<file path="src/tah_pkg.sv">
// ----------------------------------------------------------------------------
// tah_pkg - shared types and constants for the tilt and heading block
// Pipeline control, payload structs, stage counts and the CORDIC angle table.
// ----------------------------------------------------------------------------
package tah_pkg;

  // default angle resolution: 2^-7 degree
  localparam int ANGLE_FRAC_BITS_DEF = 7;

  // stage counts of the arithmetic units
  localparam int SQRT_STEPS   = 32;
  localparam int NORM_STEPS   = 6;
  localparam int CORDIC_STEPS = 28;

  // per-stage control handed to each pipeline unit
  typedef struct packed {
    logic en;
    logic vld;
  } pipe_ctl_t;

  // one raw sensor frame
  typedef struct packed {
    logic signed [15:0] ax;
    logic signed [15:0] ay;
    logic signed [15:0] az;
    logic signed [15:0] mx;
    logic signed [15:0] my;
  } raw_t;

  // one finished result
  typedef struct packed {
    logic signed [15:0] roll;
    logic signed [14:0] pitch;
    logic        [15:0] heading;
  } res_t;

  // atan(2^-i) in degrees, Q24
  function automatic logic [31:0] atan_q24(input int idx);
    logic [31:0] v;
    unique case (idx)
      0:       v = 32'd754974720;
      1:       v = 32'd445687602;
      2:       v = 32'd235489089;
      3:       v = 32'd119537938;
      4:       v = 32'd60000934;
      5:       v = 32'd30029717;
      6:       v = 32'd15018523;
      7:       v = 32'd7509720;
      8:       v = 32'd3754917;
      9:       v = 32'd1877466;
      10:      v = 32'd938734;
      11:      v = 32'd469367;
      12:      v = 32'd234684;
      13:      v = 32'd117342;
      14:      v = 32'd58671;
      15:      v = 32'd29335;
      16:      v = 32'd14668;
      17:      v = 32'd7334;
      18:      v = 32'd3667;
      19:      v = 32'd1833;
      20:      v = 32'd917;
      21:      v = 32'd458;
      22:      v = 32'd229;
      23:      v = 32'd115;
      24:      v = 32'd57;
      25:      v = 32'd29;
      26:      v = 32'd14;
      27:      v = 32'd7;
      default: v = 32'd0;
    endcase
    return v;
  endfunction

endpackage

</file>
<file path="src/tah_isqrt.sv">
// ----------------------------------------------------------------------------
// tah_isqrt - pipelined integer square root
// floor(sqrt(s * 2^32)), one result bit per stage, restoring digit recurrence.
// ----------------------------------------------------------------------------
module tah_isqrt (
  input  logic                clk,
  input  logic                rst_n,
  input  tah_pkg::pipe_ctl_t  ctl,
  input  logic [31:0]         s,
  output logic                out_vld,
  output logic [31:0]         root
);

  localparam int SQ = tah_pkg::SQRT_STEPS;

  logic        v_r  [1:SQ];
  logic [31:0] s_r  [1:SQ];
  logic [31:0] rt_r [1:SQ];
  logic [34:0] rm_r [1:SQ];

  logic        v_in  [SQ];
  logic [31:0] s_in  [SQ];
  logic [31:0] rt_in [SQ];
  logic [34:0] rm_in [SQ];

  for (genvar i = 0; i < SQ; i++) begin : g_stage
    logic [1:0]  pair;
    logic [34:0] rem2;
    logic [34:0] trial;
    logic        ge;

    // stage inputs: operand enters at stage zero
    if (i == 0) begin : g_first
      assign v_in[i]  = ctl.vld;
      assign s_in[i]  = s;
      assign rt_in[i] = '0;
      assign rm_in[i] = '0;
    end else begin : g_next
      assign v_in[i]  = v_r[i];
      assign s_in[i]  = s_r[i];
      assign rt_in[i] = rt_r[i];
      assign rm_in[i] = rm_r[i];
    end

    // next two radicand bits; the low half of the radicand is zero
    if (i < 16) begin : g_pair
      assign pair = s_in[i][31-2*i -: 2];
    end else begin : g_zero
      assign pair = 2'b00;
    end

    // one root bit
    assign rem2  = {rm_in[i][32:0], pair};
    assign trial = {1'b0, rt_in[i], 2'b01};
    assign ge    = (rem2 >= trial);

    always_ff @(posedge clk) begin
      if (!rst_n) begin
        v_r[i+1] <= 1'b0;
      end else if (ctl.en) begin
        v_r[i+1] <= v_in[i];
      end
    end

    always_ff @(posedge clk) begin
      if (ctl.en) begin
        s_r[i+1]  <= s_in[i];
        rt_r[i+1] <= {rt_in[i][30:0], ge};
        rm_r[i+1] <= ge ? (rem2 - trial) : rem2;
      end
    end
  end

  assign out_vld = v_r[SQ];
  assign root    = rt_r[SQ];

endmodule

</file>
<file path="config.mk">
export PLATFORM = sky130hd
export DESIGN_NAME = tah_isqrt
export DESIGN_NICKNAME = d
export VERILOG_FILES = /design/src/tah_pkg.sv /design/src/tah_isqrt.sv
export SDC_FILE = /design/constraint.sdc
export NUM_CORES = 2
export LEC_CHECK = 0
export ABC_CLOCK_PERIOD_IN_PS = 4150
export BUFFER_PORTS_ARGS = -buffer_cell sky130_fd_sc_hd__buf_4
export CAP_MARGIN = 20
export CORE_ASPECT_RATIO = 1.1
export CORE_MARGIN = 4
export CORE_UTILIZATION = 40
export DETAILED_ROUTE_END_ITERATION = 12
export GPL_TIMING_DRIVEN = 0
export PLACE_DENSITY_LB_ADDON = 0.3
export SYNTH_ARGS = -nofsm -noshare
export SYNTH_HDL_FRONTEND = slang
export SYNTH_SLANG_ARGS = --single-unit
</file>
<file path="constraint.sdc">
create_clock -name clk -period 4.15 [get_ports clk]
set_clock_uncertainty 0.2 [all_clocks]
set_input_delay 1.0375 -clock clk [delete_from_list [all_inputs] [get_ports clk]]
set_output_delay 1.0375 -clock clk [all_outputs]
set_load 0.01 [all_outputs]
</file>
==> impl_metrics.toml <==
[sta]
setup_viol = 0
period_share = 0.961
min_period_ps = 3990
max_slew.worst_pin.slew_ps = 1250
hold-worst-slack_ps = 178
fmax_ghz = 0.251
grt_setup_unrepaired = "yes"
hold_violations = 0
slew_headroom = 0.165
drv_slew = 0

[detailed_routing]
wl_per_cell_um = 17.1
drc_errors = 0
via_count = 60600
ant_nets = 0
first_iter_violations = 3864
postRouteWirelength_mm = 196
routed_via_density = 5.29
drtPass1Iterations = 6

[yosys]
syn-num-nets = 8540
ys.flop_type = "edfxtp_1"
synth_cell_types = 101
netlist_area_sq_um = 92300
synth_cells = 7959
synthTopCellsByCount = "edfxtp_1, inv_1, nand2_1, ha_1, nor2_1"
synthTopCellsByArea = "edfxtp_1, ha_1, xor2_1, xnor2_1, inv_1"
synth.avg_cell_area_sq_um = 11.6
seq_area_frac_synth = 0.572
synth_seq_cells = 1759
yosysWarnings = 0
synth-async-reset-ratio = 0
synth_top_area_cell = "edfxtp_1"
netlist.area_leader.share = 0.572
yosysMostFrequentCell = "edfxtp_1"
synth_edf_count = 1759

[clock_tree]
root_buffer = "clkbuf_16"
cts_made_buffers = 187
cts_tree = "yes"
clk_latency_ps = 830
path_clk_slew_ps = 60
cts_buffer_depth = 3
htreeDepth = 4
cts_sinks = 1759

[critical_path]
worstPathArrival_ps = 4450
cpMostUsedCell = "a21oi_1"
cpPeakStageDelay_ps = 420
critical_path_class = "flip-flop to flip-flop"
worstPathRequired_ps = 4610
crit_chain = "ha_1 > a21oi_1 > o21ai_0 > a221o_1 > a31oi_1 > a21oi_1 > nor2_1 > o21a_2 > clkinvlp_4 > clkbuf_1 > a21oi_1"
cpMaxStageDelayCell = "a221o_1"
cp_max_fo = 11
crit_path_start_kind = "flip-flop"
cp-end-kind = "flip-flop"

[grt]
antenna_found_initial = 1
grt_pass1_vias = 60600
grt_max_degree = 194
grt-ovfl-total = 0
grt_pass1_wl_mm = 316
grt.total_usage = 0.161

[placed_design]
placed_area_sq_um = 97000
gp_congestion = 0.920
port_buffers = 68
post-dp-hpwl_mm = 146
dp.cells = 11100

[layout]
fin_cells = 11500
ff_latch_area_sq_um = 52800
layout-drive-gt1-share = 0.0730
final_area_sq_um = 104000
syn_to_final_growth_pct = 12.3
nNetsFinal = 8813
multi_input_area_sq_um = 36500
nFillCells = 20800

[floorplanning]
start_util = 0.403
coreArea_sq_um = 229000
pin_count = 69
die_w_um = 466
die_h_um = 512
rows = 184
fp.dieArea_sq_um = 238000

[run_status]
status = "finished clean"

[power_and_ir_drop]
p_leak_nw = 39.7
p_per_area_nw_per_um2 = 524
ir_drop_mv = 0.480

[worst_hold_path]
min_path_type = "input port to flip-flop"

[job]
drv_cap = 0
repair_timing:
item	in CTS	in global routing
pin swaps	2	4
gates resized for setup	55	65
endpoints found under the setup margin	328	286
gates cloned	2	1
hold buffers	0	0
buffers inserted	1	2
registers in the layout, summed over array words and instances, names as in the netlist:
signal,count
rt_r,513
rm_r,974
s_r,240
v_r,32
layer usage:
metal | vias up | global-route usage | wire [um]
li1 | 29800 | - | -
met1 | 29100 | 0.189 | 80000
met2 | 1338 | 0.297 | 101000
met3 | 391 | 0.0226 | 7860
met4 | 0 | 0.0579 | 6750
met5 | - | 0 | 0
worst max-delay path: cells and delay by family, from the launching register on:
kind                     cells  cell delay, ps
adder cells (fa/ha/maj)      1             380
buffers and inverters        2             700
flip-flops                   1             410
AND/OR/NAND/NOR              1             190
AO/OA/AOI/OAI                7            1950
placed cells by master, fill, tap and decap left out, types with 87 or more instances in the layout:
| cell | netlist | layout |
|---|---|---|
| nor4_1 | 107 | 105 |
| nand2_1 | 645 | 644 |
| nor2_1 | 511 | 511 |
| clkbuf_16 | 0 | 189 |
| edfxtp_1 | 1759 | 1759 |
| xor2_1 | 392 | 392 |
| nand3_1 | 118 | 118 |
| a21o_1 | 207 | 206 |
| o21ai_0 | 478 | 472 |
| nor3_1 | 227 | 225 |
| and3_1 | 87 | 87 |
| a21oi_1 | 474 | 468 |
| o21a_1 | 117 | 116 |
| inv_1 | 689 | 688 |
| clkbuf_1 | 135 | 126 |
| xnor2_1 | 345 | 345 |
| ha_1 | 530 | 530 |
| nand2b_1 | 108 | 107 |
power by group:
group	total (mW)	leakage (nW)	internal, mW	switching (mW)
Clock	16.7	2.97	9.57	7.13
Sequential	24.7	16.6	23.0	1.70
Combinational	12.9	20.1	5.46	7.42
Total	54.3	39.7	38.0	16.3
metrics by stage:
step                      setup TNS [ps]  setup WS [ps]   util  power (mW)
after floorplan                        0            648      -        33.9
final                                  0            161  0.452        54.3
after CTS                              0           6.77  0.451        54.6
after global routing               -46.9          -27.0  0.452        57.3
after detailed placement         -475190          -1440  0.423        37.6
after global placement                 -         -14320  0.422        37.8
path summary, 6_finish.rpt:
check	cells after the start	from	slack [ps]	end
worst max-delay path	11	rm_r[0][815]	160	rm_r[0][858]
worst min-delay path	1	s[0]	180	s_r[0][32]
worst max register to register	11	rm_r[0][815]	160	rm_r[0][858]
worst min register to register	0	s_r[0][389]	210	s_r[0][421]
logic make-up (layout without fill, tap and decap cells):
family,Yosys count,count (layout),share of synthesized area
compound gates,1728,1728,0.117
xor+xnor,737,737,0.0700
simple gates,2267,2267,0.122
buf+inv,857,1281,0.0354
other cells,1,2,0.0000406
mux,65,65,0.00790
flops,1759,1759,0.572
fa+ha+maj,545,545,0.0751
layout make-up:
| cell class | count | area share |
|---|---|---|
| inverter | 692 | 0.0251 |
| clock buffer | 213 | 0.0463 |
| antenna | 1 | 0.0000242 |
| multi-input combinational | 5343 | 0.352 |
| sequential | 1759 | 0.510 |
| buffer | 163 | 0.00707 |
| timing repair buffer | 86 | 0.00920 |
| clock inverter | 127 | 0.0133 |
| tap | 3069 | 0.0371 |
No activity file was read; power rests on OpenSTA's default activity.
