===== src/tah_pkg.sv =====
// ----------------------------------------------------------------------------
// tah_pkg - shared types and constants for the tilt and heading block
// Pipeline control, payload structs, stage counts and the CORDIC angle table.
// ----------------------------------------------------------------------------
package tah_pkg;

  // default angle resolution: 2^-7 degree
  localparam int ANGLE_FRAC_BITS_DEF = 7;

  // stage counts of the arithmetic units
  localparam int SQRT_STEPS   = 32;
  localparam int NORM_STEPS   = 6;
  localparam int CORDIC_STEPS = 28;

  // per-stage control handed to each pipeline unit
  typedef struct packed {
    logic en;
    logic vld;
  } pipe_ctl_t;

  // one raw sensor frame
  typedef struct packed {
    logic signed [15:0] ax;
    logic signed [15:0] ay;
    logic signed [15:0] az;
    logic signed [15:0] mx;
    logic signed [15:0] my;
  } raw_t;

  // one finished result
  typedef struct packed {
    logic signed [15:0] roll;
    logic signed [14:0] pitch;
    logic        [15:0] heading;
  } res_t;

  // atan(2^-i) in degrees, Q24
  function automatic logic [31:0] atan_q24(input int idx);
    logic [31:0] v;
    unique case (idx)
      0:       v = 32'd754974720;
      1:       v = 32'd445687602;
      2:       v = 32'd235489089;
      3:       v = 32'd119537938;
      4:       v = 32'd60000934;
      5:       v = 32'd30029717;
      6:       v = 32'd15018523;
      7:       v = 32'd7509720;
      8:       v = 32'd3754917;
      9:       v = 32'd1877466;
      10:      v = 32'd938734;
      11:      v = 32'd469367;
      12:      v = 32'd234684;
      13:      v = 32'd117342;
      14:      v = 32'd58671;
      15:      v = 32'd29335;
      16:      v = 32'd14668;
      17:      v = 32'd7334;
      18:      v = 32'd3667;
      19:      v = 32'd1833;
      20:      v = 32'd917;
      21:      v = 32'd458;
      22:      v = 32'd229;
      23:      v = 32'd115;
      24:      v = 32'd57;
      25:      v = 32'd29;
      26:      v = 32'd14;
      27:      v = 32'd7;
      default: v = 32'd0;
    endcase
    return v;
  endfunction

endpackage


===== src/tah_if.sv =====


interface tah_out_if;
  logic               valid;
  logic               ready;
  logic signed [15:0] roll_angle;
  logic signed [14:0] pitch_angle;
  logic        [15:0] heading_angle;

  modport source (output valid, roll_angle, pitch_angle, heading_angle, input ready);
  modport sink   (input valid, roll_angle, pitch_angle, heading_angle, output ready);
endinterface


===== src/tah_obuf.sv =====
// ----------------------------------------------------------------------------
// tah_obuf - two-entry result buffer
// Decouples the pipeline from the result channel; full is a registered flag.
// ----------------------------------------------------------------------------
module tah_obuf (
  input  logic           clk,
  input  logic           rst_n,
  input  logic           push,
  input  tah_pkg::res_t  din,
  output logic           full,
  tah_out_if.source      out_ch
);

  tah_pkg::res_t mem_r [2];
  logic          wp_r, rp_r;
  logic [1:0]    cnt_r;
  logic          pop;

  assign pop  = out_ch.valid && out_ch.ready;
  assign full = (cnt_r == 2'd2);

  // pointers and fill level
  always_ff @(posedge clk) begin
    if (!rst_n) begin
      wp_r  <= 1'b0;
      rp_r  <= 1'b0;
      cnt_r <= 2'd0;
    end else begin
      if (push) wp_r <= ~wp_r;
      if (pop)  rp_r <= ~rp_r;
      unique case ({push, pop})
        2'b10:   cnt_r <= cnt_r + 2'd1;
        2'b01:   cnt_r <= cnt_r - 2'd1;
        default: cnt_r <= cnt_r;
      endcase
    end
  end

  always_ff @(posedge clk) begin
    if (push) mem_r[wp_r] <= din;
  end

  assign out_ch.valid         = (cnt_r != 2'd0);
  assign out_ch.roll_angle    = mem_r[rp_r].roll;
  assign out_ch.pitch_angle   = mem_r[rp_r].pitch;
  assign out_ch.heading_angle = mem_r[rp_r].heading;

  // one entry plus a lone push fills the buffer
  a_fill: assert property (@(posedge clk) disable iff (!rst_n)
    (push && !pop && cnt_r == 2'd1) |=> full)
    else $error("result buffer did not fill");

endmodule


===== src/flat_wrapper.sv =====
// flat-port wrapper written by rule: the top's interface ports become plain ports
module tah_obuf_flat 
  (clk, rst_n, push, din, full, out_ch_valid, out_ch_roll_angle, out_ch_pitch_angle, out_ch_heading_angle, out_ch_ready);
  tah_out_if out_ch_i ();
  input  logic clk;
  input  logic rst_n;
  input  logic push;
  input  tah_pkg::res_t din;
  output logic full;
  output wire logic [$bits(out_ch_i.valid)-1:0] out_ch_valid;
  output wire logic [$bits(out_ch_i.roll_angle)-1:0] out_ch_roll_angle;
  output wire logic [$bits(out_ch_i.pitch_angle)-1:0] out_ch_pitch_angle;
  output wire logic [$bits(out_ch_i.heading_angle)-1:0] out_ch_heading_angle;
  input wire logic [$bits(out_ch_i.ready)-1:0] out_ch_ready;
  assign out_ch_valid = out_ch_i.valid;
  assign out_ch_roll_angle = out_ch_i.roll_angle;
  assign out_ch_pitch_angle = out_ch_i.pitch_angle;
  assign out_ch_heading_angle = out_ch_i.heading_angle;
  assign out_ch_i.ready = out_ch_ready;
  tah_obuf u_core (.clk(clk), .rst_n(rst_n), .push(push), .din(din), .full(full), .out_ch(out_ch_i));
endmodule

===== config.mk =====
export PLATFORM = sky130hd
export DESIGN_NAME = tah_obuf_flat
export DESIGN_NICKNAME = d
export VERILOG_FILES = /design/src/tah_pkg.sv /design/src/tah_if.sv /design/src/tah_obuf.sv /design/src/flat_wrapper.sv
export SDC_FILE = /design/constraint.sdc
export NUM_CORES = 1
export LEC_CHECK = 0
export ABC_AREA = 1
export ABC_CLOCK_PERIOD_IN_PS = 4000
export BUFFER_PORTS_ARGS = -buffer_cell sky130_fd_sc_hd__buf_2
export CAP_MARGIN = 20
export CORE_UTILIZATION = 51
export DETAILED_ROUTE_END_ITERATION = 10
export GPL_TIMING_DRIVEN = 1
export PLACE_DENSITY = 0.8
export SLEW_MARGIN = 20
export SYNTH_ARGS = -nofsm -noshare
export SYNTH_HDL_FRONTEND = slang
export SYNTH_SLANG_ARGS = --single-unit

===== constraint.sdc =====
create_clock -name clk -period 4 [get_ports clk]
set_clock_uncertainty 0.15 [all_clocks]
set_input_delay 0.4 -clock clk [delete_from_list [all_inputs] [get_ports clk]]
set_output_delay 0.4 -clock clk [all_outputs]
set_load 0.1 [all_outputs]

==> results.rst <==
.. list-table::
   :header-rows: 1

   * - Metric
     - Value
   * - Vias post-DR
     - 1910
   * - Setup violation total in the final timing report
     - 0
   * - CTS root buffer
     - clkbuf_8
   * - CTS resizes
     - 0
   * - Combinational fraction of design power
     - 28.8%
   * - TritonCTS clock tree
     - yes
   * - Sort of element at the end of the critical path
     - output port
   * - First-pass GRT wire length
     - 8860 um
   * - Floorplan die area
     - 0.00770 mm2
   * - Post-synth cell types
     - 15
   * - CP peak stage delay
     - between 500 and 600 ps
   * - Clock transition at path regs
     - 90 ps
   * - Antenna violations before repair
     - 0
   * - Total length of routed wires
     - ~6000 um
   * - Synth Cell Area
     - 0.00375 mm2
   * - Synth area leader
     - edfxtp_1
   * - Critical path type
     - reg2out
   * - Tightest slew margin relative to the limit
     - 30.4%
   * - Initial core utilization
     - 54.0%
   * - Number of antenna-violating nets in the routed design
     - 0
   * - Cell Pwr Density
     - 569 mW/mm2
   * - Average wire length per cell after detail routing
     - between 15 and 20 um
   * - H-tree level count
     - 3
   * - Ys Warns
     - 0
   * - #FFs+latches synth
     - 99
   * - Int Power
     - ~0.0016 W
   * - Maximum root-to-sink buffer count
     - 2
   * - Synth Instances
     - 182
   * - Met2 wire len
     - 3000 um
   * - Detail-routed via count per cell
     - 4.88
   * - Clock Sinks
     - 99
   * - Routed metal-1 wirelength
     - about 2600 um
   * - Count of input and output buffers
     - between 90 and 100
   * - Switch Pwr
     - 0.000937 W
   * - Area added between synthesis and finish
     - 21.1%
   * - Kind of start point of the critical path
     - flop
   * - Run status
     - completed
   * - Via count of the first global-routing pass
     - approximately 1900
   * - Unrepaired setup endpoints after global routing
     - no
   * - Area after DPL
     - 0.00435 mm2
   * - DRC Markers
     - 0
   * - Cell area after layout
     - 0.00454 mm2
   * - Switching part of the total
     - 36.3%
   * - Tightest Pin Transition
     - around 1000 ps
   * - Metal3 WL
     - 355 um
   * - Max-cap violations
     - 0
   * - Layout cells sized above 1
     - 56.9%
   * - Sequential Power Share
     - 47.4%
   * - Total clock buffers created by CTS
     - 9
   * - Synthesized area divided by synthesized cell count
     - 20.6 um2
   * - Diodes inserted
     - 0
   * - Post-synth top flop
     - edfxtp_1
   * - Total negative slack
     - 0 ps
   * - Proportion of netlist area held by the largest area contributor
     - 75.3%
   * - Fraction of the yosys area taken by sequential cells
     - 77.9%
   * - Buf+Inv Stages, Crit Path
     - 2
   * - Number of primary I/O pins
     - 100
   * - Global-route usage over all layers
     - 16.2%
   * - Fraction of the cycle the final worst path needs
     - 63.3%
   * - Fin. max-slew vios
     - 0
   * - Weighted congestion reported at the end of routability-driven placement
     - 0.690
   * - Hold-fix buffers, CTS
     - 0
   * - WP data required
     - approximately 3500 ps
   * - Detailed placer's ending HPWL
     - 3980 um
   * - Ordered cell list for the critical path
     - buf_4 -> mux2_2 -> buf_2
   * - Leading post-synthesis cells by cell area
     - edfxtp_1 (75%), mux2_4 (12%), mux2_2 (5.1%)
   * - Critical path's top delay family
     - buffers and inverters
   * - GRT overflow
     - 0
   * - Clock latency on the worst-skew pair
     - 340 ps
   * - Initial DRT Pass Iterations
     - 4
   * - VDD IR-drop max
     - 0.000320 V
   * - Core Area
     - 0.00694 mm2
   * - Time the worst path needs with I/O delays and setup
     - 2530 ps
   * - Standard-cell rows
     - 30
   * - Die outline height
     - slightly below 90 um
   * - Synthesized Nets
     - 234
   * - Horizontal die dimension
     - 87.7 um
   * - Fraction of registers with async set or reset after synthesis
     - 0%
   * - Number of setup buffers added after CTS
     - 0
   * - Most used standard cell by instance count after synthesis
     - edfxtp_1
   * - Pin count of the biggest net entering global routing
     - 48
   * - Worst hold-check path type
     - in2reg
   * - Pleak
     - 1.79 nW
   * - Net count reported at finish
     - 342
   * - Highest clock rate
     - 395 MHz
   * - Number of DRC violations after detailed-routing iteration 0
     - 120
   * - Number of synthesized flops with an enable pin
     - 94
   * - Clock Power Share
     - 23.8%
   * - Signal arrival time at the worst endpoint
     - about 2000 ps
   * - Critical path's slowest cell
     - dfxtp_2
   * - Hold violation total from the final report
     - 0
   * - Highest metal used
     - met4
   * - Worst-path maximum fanout
     - 20
   * - Most frequent cells after synthesis
     - edfxtp_1 (94), mux2_4 (30), mux2_2 (17), nor2_1 (11), nand2_1 (8)
[cells by family after synthesis]
| group | share of synthesized area, % |
|---|---|
| compound gates | 0.467 |
| fa+ha+maj | 0.334 |
| mux | 17.1 |
| simple gates | 2.20 |
| flops | 77.9 |
| buf+inv | 1.94 |
[worst paths after layout]
check             depth (start not counted)  slack, ps   startpoint               endpoint
setup / recovery                          3       1470         flop  out_ch_roll_angle[13]
hold / removal                            1         80      din[24]    u_core.mem_r[1][24]
hold reg to reg                           2        370  u_core.rp_r            u_core.rp_r
setup reg to reg                          2       2030  u_core.wp_r    u_core.mem_r[0][16]
[through the flow]
step	cells	utilization [%]	hold WS, ps	total power, W	setup slack (ps)
2_1_floorplan	182	-	301	0.00189	965
3_3_place_gp	375	62.6	317	0.00198	1830
3_5_place_dp	375	62.6	339	0.00200	1760
4_1_cts	391	65.4	65.8	0.00260	1430
5_1_grt	391	65.4	64.3	0.00267	1390
6_report	391	65.4	82.5	0.00258	1470
[sequential cells by signal, summed over array words and instances (netlist names), named ones only]
name / flops
u_core.rp_r: 1
u_core.cnt_r: 2
u_core.wp_r: 1
u_core.mem_r: 94
[per-layer routing]
layer	global-route usage [%]	vias to the layer above
met2	26.7	69
met3	4.43	9
met1	19.7	921
met5	0	-
li1	-	911
met4	8.49	0
[layout by cell type, fill, tap and decap left out, types with 2 or more instances in the layout]
cell         n
nor2_1      10
nand2_1      8
dfxtp_1      4
clkbuf_8     9
inv_1        5
buf_4        3
clkinvlp_4   2
mux2_2      17
edfxtp_1    94
mux2_4      30
buf_2       99
clkinv_2     3
[area by class of cell]
class	count	area, um2
Clock inverter	7	68.8
Inverter	6	22.5
Tap cell	96	120
Fill cell	495	2400
Multi-Input combinational cell	72	762
Timing Repair Buffer	102	518
Sequential cell	99	2920
Clock buffer	9	124
[power by group through the flow]
stage / clock [W] / combinational, W / sequential (W)
5_1_grt: 0.000671 / 0.000769 / 0.00123
4_1_cts: 0.000626 / 0.000748 / 0.00123
2_1_floorplan: 0 / 0.000657 / 0.00124
6_report: 0.000613 / 0.000743 / 0.00122
3_3_place_gp: 0 / 0.000737 / 0.00125
3_5_place_dp: 0 / 0.000746 / 0.00125
Power figures use the tool's default switching activity.
